### config.mk
export PLATFORM = sky130hd
export DESIGN_NAME = serial_frame_parser_sum_checksum
export DESIGN_NICKNAME = d
export VERILOG_FILES = /design/src/design/sfp_pkg.sv /design/src/design/serial_frame_parser_sum_checksum.sv /design/src/design/sfp_cell.sv /design/src/design/sfp_window.sv
export VERILOG_INCLUDE_DIRS = /design/src /design/src/design
export SDC_FILE = /design/constraint.sdc
export NUM_CORES = 1
export LEC_CHECK = 0
export BUFFER_PORTS_ARGS = -buffer_cell sky130_fd_sc_hd__buf_2
export CORE_AREA = 3 3 189 191
export DETAILED_ROUTE_END_ITERATION = 8
export DIE_AREA = 0 0 192 194
export PLACE_DENSITY = 0.54
export SETUP_SLACK_MARGIN = 0.2
export SLEW_MARGIN = 20
export SYNTH_ARGS = -nofsm -noshare
export SYNTH_HDL_FRONTEND = slang
export SYNTH_SLANG_ARGS = --single-unit
export TNS_END_PERCENT = 10
### constraint.sdc
create_clock -name clk -period 4.18 [get_ports clk]
set_input_delay 0.836 -clock clk [delete_from_list [all_inputs] [get_ports clk]]
set_output_delay 0.836 -clock clk [all_outputs]
set_load 0.03 [all_outputs]
### src/design/assert_macros.svh
// assertion macros used by the top-level design file
`ifndef ASSERT_MACROS_SVH
`define ASSERT_MACROS_SVH

// property checked on every clock edge outside reset
`define SFP_ASSERT(lbl, prop, msg) \
  lbl: assert property (@(posedge clk) disable iff (!rst_n) prop) else $error(msg);

// property checked on every clock edge, reset included
`define SFP_ASSERT_ALWAYS(lbl, prop, msg) \
  lbl: assert property (@(posedge clk) prop) else $error(msg);

`endif

### src/design/sfp_pkg.sv
// shared types and constants of the frame parser
`timescale 1ns / 1ps

package sfp_pkg;

  localparam int unsigned MAX_PAYLOAD_DEF = 16;
  localparam int unsigned HDR_BYTES       = 6;
  localparam int unsigned FRAME_OVERHEAD  = 7;

  localparam logic [7:0] SYNC0      = 8'h55;
  localparam logic [7:0] SYNC1      = 8'hAA;
  localparam logic [7:0] CSUM_SEED  = 8'hFF;

  typedef enum logic [2:0] {
    ST_IDLE,
    ST_SCAN,
    ST_SUM,
    ST_DROP,
    ST_HDR,
    ST_EMIT,
    ST_TAIL
  } state_t;

  typedef struct packed {
    logic shift;
    logic load;
  } win_ctl_t;

endpackage

### src/design/serial_frame_parser_sum_checksum.sv
// top level: sync-header frame parser with 8-bit sum checksum
// sequence: a byte is taken, then the window is rescanned; a bad header drops a single byte,
//   a good one with a full frame behind it has its checksum summed, a good frame leaves
//   through the header, payload and tail states, a bad checksum drops seven window bytes
// input: one byte at a time; a byte is taken only once the rescan has stopped
// reset clears the byte count, the sequencer and out_valid; cell contents stay undefined
`timescale 1ns / 1ps
`include "assert_macros.svh"

module serial_frame_parser_sum_checksum import sfp_pkg::*; #(
  parameter int unsigned MAX_PAYLOAD = MAX_PAYLOAD_DEF
) (
  input  logic       clk,
  input  logic       rst_n,
  input  logic       in_valid,
  output logic       in_ready,
  input  logic [7:0] in_rx_byte,
  output logic       out_valid,
  input  logic       out_ready,
  output logic [7:0] out_command,
  output logic [4:0] out_payload_length,
  output logic [7:0] out_data_byte,
  output logic       out_data_valid,
  output logic       out_last
);

  localparam int unsigned DEPTH = MAX_PAYLOAD + FRAME_OVERHEAD;
  localparam int unsigned IDXW  = $clog2(DEPTH);
  localparam int unsigned CW    = $clog2(DEPTH + 1);
  localparam int unsigned WW    = CW + 9;

  state_t          state_r, state_nxt;
  logic [CW-1:0]   count_r, count_nxt;
  logic [IDXW-1:0] cnt_r, cnt_nxt;
  logic [7:0]      sum_r, sum_nxt;
  logic [7:0]      cmd_r, cmd_nxt;
  logic [7:0]      len_r, len_nxt;

  logic            out_valid_r, out_valid_nxt;
  logic [7:0]      out_cmd_r, out_cmd_nxt;
  logic [4:0]      out_len_r, out_len_nxt;
  logic [7:0]      out_data_r, out_data_nxt;
  logic            out_dv_r, out_dv_nxt;
  logic            out_last_r, out_last_nxt;

  win_ctl_t        ctl;
  logic [IDXW-1:0] load_idx;
  logic [7:0]      win_bytes [DEPTH];
  logic [IDXW-1:0] rd_idx;
  logic [7:0]      rd_byte;

  logic in_xfer, full, few, hdr_bad, short_win, cnt_at_len, csum_ok;
  logic out_free, emit_last;

  sfp_window #(.DEPTH(DEPTH)) u_window (
    .clk       (clk),
    .ctl       (ctl),
    .load_idx  (load_idx),
    .din       (in_rx_byte),
    .win_bytes (win_bytes)
  );

  assign in_ready   = (state_r == ST_IDLE);
  assign in_xfer    = in_valid && in_ready;
  assign full       = (count_r == CW'(DEPTH));
  assign load_idx   = full ? IDXW'(DEPTH - 1) : count_r[IDXW-1:0];

  assign few        = (WW'(count_r) < WW'(FRAME_OVERHEAD));
  assign hdr_bad    = (win_bytes[0] != SYNC0) || (win_bytes[1] != SYNC1) ||
                      (win_bytes[4] != 8'h00) || (WW'(win_bytes[5]) > WW'(MAX_PAYLOAD));
  assign short_win  = (WW'(count_r) < (WW'(win_bytes[5]) + WW'(FRAME_OVERHEAD)));

  assign rd_idx     = IDXW'(HDR_BYTES) + cnt_r;
  assign rd_byte    = win_bytes[rd_idx];
  assign cnt_at_len = (WW'(cnt_r) == WW'(len_r));
  assign csum_ok    = (rd_byte == sum_r);

  assign out_free   = !out_valid_r || out_ready;
  assign emit_last  = (len_r == 8'h00) || (WW'(cnt_r) + WW'(1) == WW'(len_r));

  // next state
  always_comb begin
    state_nxt = state_r;
    unique case (state_r)
      ST_IDLE: begin
        if (in_xfer) state_nxt = ST_SCAN;
      end
      ST_SCAN: begin
        if (few || (!hdr_bad && short_win)) begin
          state_nxt = ST_IDLE;
        end else if (!hdr_bad) begin
          state_nxt = ST_SUM;
        end
      end
      ST_SUM: begin
        if (cnt_at_len) state_nxt = csum_ok ? ST_HDR : ST_DROP;
      end
      ST_DROP: begin
        if (cnt_r == IDXW'(FRAME_OVERHEAD - 1)) state_nxt = ST_SCAN;
      end
      ST_HDR: begin
        if (cnt_r == IDXW'(HDR_BYTES - 1)) state_nxt = ST_EMIT;
      end
      ST_EMIT: begin
        if (out_free && emit_last) state_nxt = ST_TAIL;
      end
      ST_TAIL: state_nxt = ST_SCAN;
      default: state_nxt = ST_IDLE;
    endcase
  end

  // datapath and window control
  always_comb begin
    ctl           = '0;
    count_nxt     = count_r;
    cnt_nxt       = cnt_r;
    sum_nxt       = sum_r;
    cmd_nxt       = cmd_r;
    len_nxt       = len_r;
    out_valid_nxt = out_valid_r && !out_ready;
    out_cmd_nxt   = out_cmd_r;
    out_len_nxt   = out_len_r;
    out_data_nxt  = out_data_r;
    out_dv_nxt    = out_dv_r;
    out_last_nxt  = out_last_r;
    unique case (state_r)
      ST_IDLE: begin
        if (in_xfer) begin
          ctl.load  = 1'b1;
          ctl.shift = full;
          count_nxt = full ? count_r : count_r + CW'(1);
        end
      end
      ST_SCAN: begin
        if (!few && hdr_bad) begin
          ctl.shift = 1'b1;
          count_nxt = count_r - CW'(1);
        end else if (!few && !short_win) begin
          cnt_nxt = '0;
          cmd_nxt = win_bytes[3];
          len_nxt = win_bytes[5];
          sum_nxt = CSUM_SEED + win_bytes[2] + win_bytes[3] + win_bytes[5];
        end
      end
      ST_SUM: begin
        if (cnt_at_len) begin
          cnt_nxt = '0;
        end else begin
          sum_nxt = sum_r + rd_byte;
          cnt_nxt = cnt_r + IDXW'(1);
        end
      end
      ST_DROP, ST_HDR: begin
        ctl.shift = 1'b1;
        count_nxt = count_r - CW'(1);
        cnt_nxt   = (state_nxt == state_r) ? cnt_r + IDXW'(1) : '0;
      end
      ST_EMIT: begin
        if (out_free) begin
          out_valid_nxt = 1'b1;
          out_cmd_nxt   = cmd_r;
          out_len_nxt   = len_r[4:0];
          out_data_nxt  = (len_r == 8'h00) ? 8'h00 : win_bytes[0];
          out_dv_nxt    = (len_r != 8'h00);
          out_last_nxt  = emit_last;
          if (len_r != 8'h00) begin
            ctl.shift = 1'b1;
            count_nxt = count_r - CW'(1);
            cnt_nxt   = cnt_r + IDXW'(1);
          end
        end
      end
      ST_TAIL: begin
        ctl.shift = 1'b1;
        count_nxt = count_r - CW'(1);
      end
      default: begin
        ctl = '0;
      end
    endcase
  end

  always_ff @(posedge clk) begin
    if (!rst_n) begin
      state_r     <= ST_IDLE;
      count_r     <= '0;
      cnt_r       <= '0;
      out_valid_r <= 1'b0;
    end else begin
      state_r     <= state_nxt;
      count_r     <= count_nxt;
      cnt_r       <= cnt_nxt;
      out_valid_r <= out_valid_nxt;
    end
  end

  always_ff @(posedge clk) begin
    sum_r      <= sum_nxt;
    cmd_r      <= cmd_nxt;
    len_r      <= len_nxt;
    out_cmd_r  <= out_cmd_nxt;
    out_len_r  <= out_len_nxt;
    out_data_r <= out_data_nxt;
    out_dv_r   <= out_dv_nxt;
    out_last_r <= out_last_nxt;
  end

  assign out_valid          = out_valid_r;
  assign out_command        = out_cmd_r;
  assign out_payload_length = out_len_r;
  assign out_data_byte      = out_data_r;
  assign out_data_valid     = out_dv_r;
  assign out_last           = out_last_r;

  `SFP_ASSERT_ALWAYS(a_count_bound, !rst_n || (count_r <= CW'(DEPTH)), "count above depth")
  `SFP_ASSERT(a_short_idle, state_r == ST_SCAN && few |=> state_r == ST_IDLE, "scan not stopped")
  `SFP_ASSERT(a_sum_holds, (state_r == ST_SUM) |-> !few, "sum on short window")
  `SFP_ASSERT(a_take_scans, in_xfer |=> (state_r == ST_SCAN), "no scan after byte")

endmodule

### src/design/sfp_cell.sv
// one byte cell of the window chain
`timescale 1ns / 1ps

module sfp_cell import sfp_pkg::*; (
  input  logic       clk,
  input  win_ctl_t   ctl,
  input  logic       sel,
  input  logic [7:0] din,
  input  logic [7:0] nbr,
  output logic [7:0] q
);

  logic [7:0] byte_r;
  logic [7:0] byte_nxt;

  always_comb begin
    byte_nxt = byte_r;
    if (ctl.load && sel) begin
      byte_nxt = din;
    end else if (ctl.shift) begin
      byte_nxt = nbr;
    end
  end

  always_ff @(posedge clk) begin
    byte_r <= byte_nxt;
  end

  assign q = byte_r;

endmodule

### src/design/sfp_window.sv
// window store built as a chain of byte cells shifting toward the front
`timescale 1ns / 1ps

module sfp_window import sfp_pkg::*; #(
  parameter int unsigned DEPTH = MAX_PAYLOAD_DEF + FRAME_OVERHEAD,
  localparam int unsigned IDXW = $clog2(DEPTH)
) (
  input  logic            clk,
  input  win_ctl_t        ctl,
  input  logic [IDXW-1:0] load_idx,
  input  logic [7:0]      din,
  output logic [7:0]      win_bytes [DEPTH]
);

  logic [7:0] nbr [DEPTH];

  for (genvar g = 0; g < DEPTH; g++) begin : g_cell
    if (g == DEPTH - 1) begin : g_end
      assign nbr[g] = 8'h00;
    end else begin : g_mid
      assign nbr[g] = win_bytes[g+1];
    end

    sfp_cell u_cell (
      .clk (clk),
      .ctl (ctl),
      .sel (load_idx == IDXW'(g)),
      .din (din),
      .nbr (nbr[g]),
      .q   (win_bytes[g])
    );
  end

endmodule

# [After elaboration in Yosys (flattened, before gate mapping)]
# Index checks and enable logic that the tools add are counted.
[word_totals] ff_bits=245 in_bits=12 out_inout_bits=25 elab_cells=258
[op_classes] addsub=10 magnitude_cmp=4 n_eq_ne=45 n_mux=84 bitwise=2 reduce_logical=78
[ops] op="$mux W8" count=51
[ops] op="$mux W5" count=12
[ops] op="$reduce_bool A2 Y1" count=24
[ops] op="$bmux W8 S5" count=1
[ops] op="$eq A5 B4 Y1 const B" count=8
[ops] op="$eq A5 B5 Y1 const B" count=8
[ops] op="$pmux W5 S4" count=2
[ops] op="$eq A5 B3 Y1 const B" count=6
[ops] op="$logic_and A1 B1 Y1" count=29
[ops] op="$add A8 B8 Y8" count=3
[ops] op="$mux W3" count=8
[ops] op="$pmux W3 S7" count=1
[ops] op="$pmux W8 S2" count=1
[ops] op="$reduce_bool A8 Y1" count=2
[ops] op="$ne A2 B2 Y1 const B" count=7
[ops] op="$add A5 B1 Y5 const B" count=2
[ops] op="$eq A5 B2 Y1 const B" count=2
[ops] op="$add A8 B3 Y9 const B" count=1
[ops] op="$eq A3 B3 Y1 const B" count=3
[ops] op="$lt A5 B9 Y1" count=1
[ops] op="$add A8 B8 Y8 const A" count=1
[ops] op="$eq A5 B8 Y1" count=1
[ops] op="$eq A6 B8 Y1" count=1
[ops] op="$eq A8 B8 Y1" count=1
[ops] op="31 further kinds" count=47

# [Depth between registers and ports, before layout]
[logic_depth] word_depth=12 mapped_depth=18 depth_no_buf=16

# [By module]
# From an unflattened synthesis, not the netlist that was laid out.
[hier_totals] cells_unflattened=983 area_unflattened_um2=13611.8
[modules_own_cells] mod="sfp_cell" n_inst=23 cells_each=18 area_per_inst_um2=344.1 seq_area_each_um2=240.2
[modules_own_cells] mod="serial_frame_parser_sum_checksum" n_inst=1 cells_each=532 area_per_inst_um2=5521.5 seq_area_each_um2=1691.6
[modules_own_cells] mod="sfp_window" n_inst=1 cells_each=37 area_per_inst_um2=176.4 seq_area_each_um2=0.0

# [Least setup slack after synthesis]
# No wires, ideal clock.
[synth_path] path_kind="input to register" from="in out_ready" to="reg u_window.g_cell[3].u_cell.byte_r[0] (enable)" setup_ns=0.384 arrival_ns=3.505 t_required_ns=3.796 slack_ns=0.290 path_stages=5 n_path_buf=1 path_cell_list="nor2b_1 -> nor3_1 -> a211oi_2 -> buf_4 -> o21ai_0"
[synth_between] elab_chain_cells=4
[synth_rtl] item="start: declaration" line="serial_frame_parser_sum_checksum.sv:19" text="input logic out_ready,"
[synth_rtl] item="$logic_or A1 B1 Y1" line="serial_frame_parser_sum_checksum.sv:78" text="assign out_free = !out_valid_r || out_ready;"
[synth_rtl] item="$mux W1" line="serial_frame_parser_sum_checksum.sv:159" text="if (out_free) begin"
[synth_rtl] item="$pmux W1 S4" line="serial_frame_parser_sum_checksum.sv:126" text="unique case (state_r)"
[synth_rtl] item="$reduce_bool A2 Y1 (no line)"
[synth_rtl] item="end signal: assignment" line="sfp_cell.sv:26" text="byte_r <= byte_nxt;"
[synth_rtl] item="end: declaration" line="sfp_cell.sv:13" text="logic [7:0] byte_r;"
# Every way passes these cells.
# A chain may end at the register's enable or synchronous reset.

# [Worst setup path in the final report]
[layout_path] from="reg cnt_r[0]" to="reg sum_r[6] (data pin)"
[layout_between] elab_chain_cells=8
[layout_rtl] item="start: declaration" line="serial_frame_parser_sum_checksum.sv:34" text="logic [IDXW-1:0] cnt_r, cnt_nxt;"
[layout_rtl] item="start signal: assignment" line="serial_frame_parser_sum_checksum.sv:192" text="cnt_r <= cnt_nxt;"
[layout_rtl] item="$add A3 B5 Y5" line="serial_frame_parser_sum_checksum.sv:73" text="assign rd_idx = IDXW'(HDR_BYTES) + cnt_r;"
[layout_rtl] item="$not A5 Y6 (implied by the code)" line="serial_frame_parser_sum_checksum.sv:74" text="assign rd_byte = win_bytes[rd_idx];"
[layout_rtl] item="$bmux W8 S5" line="serial_frame_parser_sum_checksum.sv:74"
[layout_rtl] item="$mux W8 (implied by the code) (2 in a row)" line="serial_frame_parser_sum_checksum.sv:74"
[layout_rtl] item="$add A8 B8 Y8" line="serial_frame_parser_sum_checksum.sv:149" text="sum_nxt = sum_r + rd_byte;"
[layout_rtl] item="$mux W8" line="serial_frame_parser_sum_checksum.sv:146" text="if (cnt_at_len) begin"
[layout_rtl] item="$pmux W8 S2" line="serial_frame_parser_sum_checksum.sv:126"
[layout_rtl] item="via sum_nxt[6]" line="serial_frame_parser_sum_checksum.sv:35" text="logic [7:0] sum_r, sum_nxt;"
[layout_rtl] item="end signal: assignment" line="serial_frame_parser_sum_checksum.sv:198" text="sum_r <= sum_nxt;"
[layout_rtl] item="end: declaration" line="serial_frame_parser_sum_checksum.sv:35"
# The timed path passes the listed nets, and every way through them passes these cells. The select of a mux whose other input is x is not followed.

==> impl_metrics.tcl <==
set metrics [dict create \
    gp_congestion 0.8881 \
    die_area_um2 37250 \
    coreArea_um2 34290 \
    dpl_cell_area_um2 14340 \
    tightest_slew_ns 0.9440 \
    fp.dieH_um 194 \
    synth_compound_area_share_pct 5.170 \
    clockRootBuffer "clkbuf_16" \
    synth_area_leader_cell "edfxtp_1" \
    synth_cells 966 \
    cap_violations 0 \
    path_clk_slew_ns 0.06 \
    worstRegToRegCells 15 \
    crit_path_end "sum_r[6]$_DFFE_PP_" \
    area_growth_pct 12.02 \
    synth_seq_area_share_pct 53.15 \
    timing.rr.start "cnt_r[0]$_SDFFE_PN0P_" \
    synth_top_family_by_area "multiplexers" \
    synth_cell_types 75 \
    worstSetupPathType "reg2reg" \
    synthTopCellsByCount "edfxtp_1 (231), mux2_2 (182), nand2_1 (61)" \
    grt_remaining_overflow 0 \
    synth_warnings 0 \
    grt_pass1_wl_um 54770 \
    drive_gt1_share_pct 35.05 \
    antenna_found_initial 0 \
    r2r_slack_ns 0.51 \
    synth-xor-area-share_pct 2.258 \
    via_per_inst 5.575 \
    cts_buffer_depth 3 \
    clock-skew-final_ns 0.01281 \
    final_max_slew_viol_count 0 \
    slew_headroom_pct 36.98 \
    yosysTopAreaCellShare_pct 51.09 \
    crit_path_end_kind "flip-flop" \
    fmax_mhz 272.2 \
    power.density_nw_per_um2 410.7 \
    yosysMostFrequentCell "edfxtp_1" \
    cts.sinks 245 \
    worst_r2r_endpoint "sum_r[6]$_DFFE_PP_" \
    cp-start-kind "flip-flop" \
    hold_path_class "reg2reg" \
    hold_viol 0 \
    yosys-top-cells-area "edfxtp_1 (51%), mux2_2 (15%), mux4_2 (7.1%)" \
    dp_hpwl_um 26230 \
    synthesis.area_um2 13580 \
    numCtsBuffers 28 \
    io_pins 37 \
    clk_latency_ns 0.54 \
    multi_input_area_um2 5957 \
    muxShareOfSynthArea_pct 23.79 \
    portBuffers 36 \
    fillers 3083 \
    period_share_pct 87.88 \
    finalWorstSetupSlack_ns 0.5065 \
    place_ws_ns 0.3975 \
    cp.arrival_ns 3.95 \
    htree_levels 1 \
    synth-edff-count 231 \
    start_util_pct 39.60 \
    cp_max_fo 11 \
    crit_start "cnt_r[0]$_SDFFE_PN0P_" \
    fin_tns_setup_ns 0 \
    cts_tree "yes" \
    die_x_um 192 \
    drtAntennaViolNets 0 \
    hp-start "cmd_r[4]$_DFFE_PP_" \
    rows 68 \
    finalPower_mw 6.247 \
    track_usage_pct 19.33 \
    drtIter0Drc 589 \
    grt_pass1_vias 8207 \
    synth_nets 1022 \
    status "finished, final reports clean" \
    drtPass1Iterations 5 \
    synth.avg_cell_area_um2 14.06 \
    regArea_um2 7222 \
    drc_errors 0 \
    synthFlopType "edfxtp_1" \
    routed_wirelength_um 36090 \
    min_period_ns 3.674 \
    total_leakage_power_nw 5.242 \
    grt_max_degree 37 \
    diodes 0 \
    final_net_count 1067 \
    vias 8279 \
    synth_seq_cells 245 \
    synth_fa_ha_area_share_pct 4.552 \
    fin_area_um2 15210 \
    setup_viol 0 \
    cp_data_required_time_ns 4.46 \
    synth-simple-area-share_pct 8.008 \
    rsz0062_at_grt "no" \
    ir_drop_uv 305.1 \
    wl_per_cell_um 24.30 \
    synthArstFlopShare_pct 0 \
]
## through the flow
stage          std cells  util (%)  hold WS, ns
4_1_cts             1484     44.33       0.4222
5_1_grt             1485     44.36       0.4352
3_5_place_dp        1435     41.82       0.4083
3_3_place_gp        1435     41.82       0.4045
6_report            1485     44.36       0.4195
2_1_floorplan        966         -       0.4003
## logic make-up (layout without fill, tap and decap cells)
family / Yosys count / after routing
buffers and inverters: 98 / 162
and+or+nand+nor: 199 / 199
DFF: 245 / 245
adders and majority gates: 44 / 44
muxes: 246 / 246
xor gates and xnor gates: 35 / 35
AOI/OAI and AO/OA: 99 / 99
## worst max-delay path, stage by stage, from the launching register on
cell	delay (ns)
dfxtp_4	0.51
buf_4	0.25
mux4_2	0.53
mux4_2	0.47
nand2_1	0.07
o21ai_0	0.11
ha_1	0.23
inv_1	0.07
fa_1	0.20
nor2b_1	0.06
o21ai_0	0.19
nand2b_1	0.13
a21o_1	0.19
a21oi_1	0.16
xor2_1	0.15
o21ai_0	0.09
## layout by cell type, fill, tap and decap left out, types with 19 or more instances in the layout
master and n:
mux4_2 43, clkbuf_16 29, nor2_1 34, xnor2_1 26
a21oi_1 21, inv_1 48, edfxtp_1 231, nand2_1 61
buf_2 36, ha_1 35, mux2_2 182, o21ai_0 28
mux2i_1 19, buf_4 25
## how the worst min path moves through the flow
stage | to | slack, ns | cells past startpoint
floorplan | out_command[0]$_DFFE_PP_ | 0.40 | 0
global placement | out_command[2]$_DFFE_PP_ | 0.40 | 0
detailed placement | out_command[4]$_DFFE_PP_ | 0.41 | 0
CTS | out_command[4]$_DFFE_PP_ | 0.42 | 0
global route | out_command[3]$_DFFE_PP_ | 0.44 | 0
finish | out_command[4]$_DFFE_PP_ | 0.42 | 0
## power breakdown
group	total [mW]	internal, mW	switching, mW	leakage (nW)
clock network	2.34	1.37	0.964	0.421
logic	0.862	0.367	0.494	2.62
registers	3.05	2.89	0.159	2.20
total	6.25	4.63	1.62	5.24
## per-layer routing
| metal | global-route usage [%] | vias up | share of wire [%] |
|---|---|---|---|
| met3 | 3.019 | 44 | 5.2 |
| met4 | 4.263 | 0 | 1.9 |
| met1 | 29.29 | 4227 | 47 |
| met2 | 29.38 | 231 | 46 |
| li1 | - | 3777 | - |
| met5 | 0 | - | 0 |
## final cells by class
class                           instances  area share [%]
Sequential cell                       245           47.48
Clock inverter                         15          0.7486
Timing Repair Buffer                   64           2.756
Multi-Input combinational cell        623           39.17
Tap cell                              455           3.743
Clock buffer                           34           4.895
Inverter                               49           1.209
## registers in the layout (all words and copies together), names as in the netlist
| signal | count |
|---|---|
| out_command | 8 |
| out_payload_length | 5 |
| out_data_byte | 8 |
| out_last | 1 |
| out_data_valid | 1 |
| u_window.g_cell.u_cell.q | 184 |
| cmd_r | 8 |
| cnt_r | 5 |
| len_r | 8 |
| state_r | 3 |
| count_r | 5 |
| sum_r | 8 |
| out_valid | 1 |
## what timing repair did
action,in CTS,in global routing
hold endpoints to repair,0,0
setup buffers,0,1
setup endpoints to repair,0,1
hold buffers,0,0
resized for setup,0,0
No activity file was read; power rests on OpenSTA's default activity.
